$ cat src/hw/rtl/gpa_ram.sv
// Generic single-port-write, registered-read RAM.
module gpa_ram #(
   parameter int WIDTH = 32,
   parameter int DEPTH = 64
) (
   input  logic                     clock,
   input  logic                     wr_en,
   input  logic [$clog2(DEPTH)-1:0] wr_addr,
   input  logic [WIDTH-1:0]         wr_data,
   input  logic [$clog2(DEPTH)-1:0] rd_addr,
   output logic [WIDTH-1:0]         rd_data
);
   logic [WIDTH-1:0] mem [DEPTH];

   always_ff @(posedge clock) begin
      if (wr_en) mem[wr_addr] <= wr_data;
      rd_data <= mem[rd_addr];
   end
endmodule
$ cat config.mk
export PLATFORM = sky130hd
export DESIGN_NAME = gpa_ram
export DESIGN_NICKNAME = d
export VERILOG_FILES = /design/src/hw/rtl/gpa_ram.sv
export SDC_FILE = /design/constraint.sdc
export NUM_CORES = 2
export LEC_CHECK = 0
export BUFFER_PORTS_ARGS = -buffer_cell sky130_fd_sc_hd__buf_2
export CAP_MARGIN = 40
export CORE_MARGIN = 4
export CORE_UTILIZATION = 60
export DETAILED_ROUTE_END_ITERATION = 6
export GPL_ROUTABILITY_DRIVEN = 0
export PLACE_DENSITY = 0.76
export SLEW_MARGIN = 20
export SYNTH_ARGS = -nofsm -noshare
export SYNTH_HDL_FRONTEND = slang
export SYNTH_SLANG_ARGS = --single-unit
export TNS_END_PERCENT = 30
$ cat constraint.sdc
create_clock -name clock -period 4.6 [get_ports clock]
set_clock_uncertainty 0.1 [all_clocks]
set_input_delay 0.92 -clock clock [delete_from_list [all_inputs] [get_ports clock]]
set_output_delay 0.92 -clock clock [all_outputs]
set_load 0.05 [all_outputs]
### Yosys cells after proc, flatten, opt, wreduce, memory -nomap -nowiden

Memories as Yosys holds them, arrays and structs flattened. A register that Yosys moved wholly into a read port is not among the register bits.
Cells that the tools add are included.

* bits in registers: 0
* latch bits: 0
* bits in writable memories: 2048
* ROM bits: 0
* output and inout bits: 32
* word-level logic and storage cells: 3
* memories kept: 1

* $add $sub $neg: 0
* multiply operators: 0
* div/mod/pow operators: 0
* $lt $le $gt $ge: 0
* equality and inequality tests: 0
* shift operators: 0
* muxes and demuxes: 2
* bitwise operators: 0
* reduce and logical (&&, ||, !) cells: 0

Memory list
* mem: words 64, width 32, rd ports 1, clocked after Yosys merged registers in 1, write ports 1, line 13 `logic [WIDTH-1:0] mem [DEPTH];`

Operators with widths (count)
* 1-bit 2-to-1 mux: 2

### Depth between registers and ports, before layout

* depth in word-level cells: 2
* depth in mapped cells: 10
* mapped depth without buffers: 5

### Least setup slack after synthesis

Ideal clock, no wire load.

* path type: input to register
* start point: input wr_addr[3]
* end point: memory mem[48][0], enable pin
* setup time: 0.461 ns
* data arrival time: 3.619 ns
* data required time: 4.039 ns
* setup slack: 0.420 ns
* stages: 4
* cell sequence: clkbuf_1 nor2b_1 nand4b_1 nor3_1

RTL lines
* start: declaration: line 8 `input logic [$clog2(DEPTH)-1:0] wr_addr,`
* end: declaration: line 13

No word-level cell before the write port.

==> impl_metrics.ini <==
[outcome]
status = finished, final reports clean

[logic_synthesis]
syn_avg_cell_area_um2 = 23.6
synth_common_cells = 2048 x edfxtp_1, 544 x mux4_2, 137 x nor2_1, 93 x mux2i_1, 84 x o22ai_1
synth_top_family_by_area = multiplexers
synth_compound_area_frac = 0.0167
seq_area_frac_synth = 0.791
ys_ff_latch = 2080
synth_area_um2 = 78500
synthMuxAreaShare = 0.168
synthArstFlopShare = 0
syn-num-nets = 3370
yosysUniqueCellTypes = 34
ys.flop_type = edfxtp_1
ys_top_cells_by_area = edfxtp_1 78%, mux4_2 16%, mux2i_1 1.2%
synth-edff-count = 2048
synth_xor_area_frac = 0
synth-simple-area-share = 0.0127
yosys_warnings = 0
yosys.area.top_type_share = 0.783
synth_most_common_cell = edfxtp_1
synth_top_area_cell = edfxtp_1
synthAdderAreaFrac = 0
syn_inst = 3324

[clock_network]
cts_setup_buffers = 0
cts.root.buffer_cell = clkbuf_16
cts_buffer_depth = 3
worst_skew_pair.late_latency_ns = 0.83
cts_made_buffers = 194
cts_sinks = 2080
tritoncts = yes
cts_resized = 0
path_clk_slew_ns = 0.06
holdBufCountCts = 0
htree_levels = 4

[timing]
fmax_mhz = 284
finalHoldViolCount = 0
layout_min_cycle_time_ns = 3.52
relSlewSlack = 0.379
worst_pin_slew_ns = 0.928
finalCritPeriodShare = 0.765
tns_ns = 0
setup_violations = 0
setup_slack_ns = 1.08
slew_viol_final = 0
rsz0062_at_grt = false

[final_layout]
utilization = 0.692
nNetsFinal = 3698
design_area_um2 = 89800
area_growth_pct = 14.3
fill_cells = 7357
layout-drive-gt1-share = 0.319

[power_and_ir_drop]
p_total_mw = 39.6
power_leakage_nw = 28.3
powerDensity_nw_per_um2 = 441
ir_drop_mv = 0.446

[critical_path]
critPathKind = input port to register
cp-end-kind = register
cp.arrival_ns = 4.10
worstSetupStartpointType = input port
cp.required_ns = 5.18
cp_max_fo = 50

[floorplanning]
start_util = 0.605
fp.dieH_um = 370
coreArea_um2 = 130000
num_io_pins = 78
die_w_um = 370
rows = 132
dieArea_um2 = 137000

[job]
maxCapViolCount = 0

[global_route]
grt_pass1_wl_um = 304000
track_usage = 0.320
grt_max_degree = 65
grt_pass1_vias = 40028
antenna_found_initial = 12
grt_remaining_overflow = 0

[route]
num_vias = 39360
drc = 0
wirelength_um = 215000
routed_via_density = 7.07
firstDrtPassIters = 6
detail_route.wl_per_cell_um = 38.5
drtAntennaViolNets = 0
dr.first_iter.drc_count = 6819

[place]
portBuffers = 77
dp_hpwl_um = 118000
dpl_cell_area_um2 = 83200
pre_cts_ws_ns = 0.279

[hold_path]
hp-class = input port to register
## where the power goes
group          internal (mW)  switching (mW)  total [mW]  leakage [nW]
Combinational          0.797            1.45        2.25          6.44
Clock                   9.24            7.07        16.3          3.18
Sequential              21.0          0.0851        21.1          18.7
Total                   31.0            8.61        39.6          28.3
## final cells by class
class                           instances  area [um^2]  share of cell area
Clock buffer                          249         5250              0.0585
Antenna cell                            4         10.0            0.000111
Multi-Input combinational cell       1062        16000               0.178
Tap cell                             1742         2180              0.0243
Timing Repair Buffer                  314         2980              0.0332
Clock inverter                        118         1250              0.0139
Sequential cell                      2080        62100               0.692
## flip-flops by register name, indices dropped and copies added (netlist names)
register,count
mem,2048
rd_data,32
## stage by stage
stage	cells	hold slack [ns]
final	5569	0.416
after global routing	5565	0.401
after CTS	5558	0.359
after detailed placement	5191	0.701
after global placement	5167	0.657
after floorplan	3324	0.563
## placed cells by master, fill, tap and decap left out, types with 7 or more instances in the layout
cell,synthesis,layout
edfxtp_1,2048,2048
mux4_2,544,544
clkbuf_16,0,195
buf_4,25,175
mux2i_1,93,93
o22ai_1,84,84
nor2_1,137,75
buf_2,57,73
a21oi_1,62,62
nor2_4,0,62
buf_12,0,51
clkinv_2,0,39
clkinv_1,0,37
clkbuf_1,74,37
dfxtp_1,32,32
o221ai_1,27,27
nand2_1,26,26
bufinv_16,0,20
clkbuf_8,0,17
nor2b_1,15,15
a22oi_1,12,12
a311oi_1,8,8
nand2b_1,8,7
clkinv_8,0,7
buf_8,0,7
## layer usage
| layer | global-route usage | vias to the layer above | share of wire | wire length [um] |
|---|---|---|---|---|
| li1 | - | 14937 | - | - |
| met1 | 0.436 | 20451 | 0.33 | 70900 |
| met2 | 0.499 | 3361 | 0.48 | 103000 |
| met3 | 0.0815 | 605 | 0.14 | 29200 |
| met4 | 0.144 | 6 | 0.051 | 11000 |
| met5 | 0 | - | 0.00019 | 41 |
## critical path, cell delays in order
cell	delay [ns]
buf_8	0.53
buf_4	0.34
buf_4	0.29
mux4_2	0.54
mux4_2	0.54
o22ai_1	0.73
nor2_1	0.11
## path summary, 6_finish.rpt
kind	cells past startpoint	slack, ns	end	startpoint
max	7	1.08	rd_data[2]	rd_addr[0]
min	1	0.42	mem[42][9]	wr_data[9]
max reg2reg	4	2.11	rd_data[2]	mem[15][2]
min reg2reg	4	0.71	rd_data[8]	mem[12][8]
## cell families (layout without fill, tap and decap cells)
logic type | after synthesis | count (layout)
AO/OA/AOI/OAI | 202 | 202
buffers and inverters | 182 | 681
flip-flops | 2080 | 2080
multiplexers | 637 | 637
other | 0 | 4
AND/OR/NAND/NOR | 223 | 223
(Power assumes the default switching activity.)
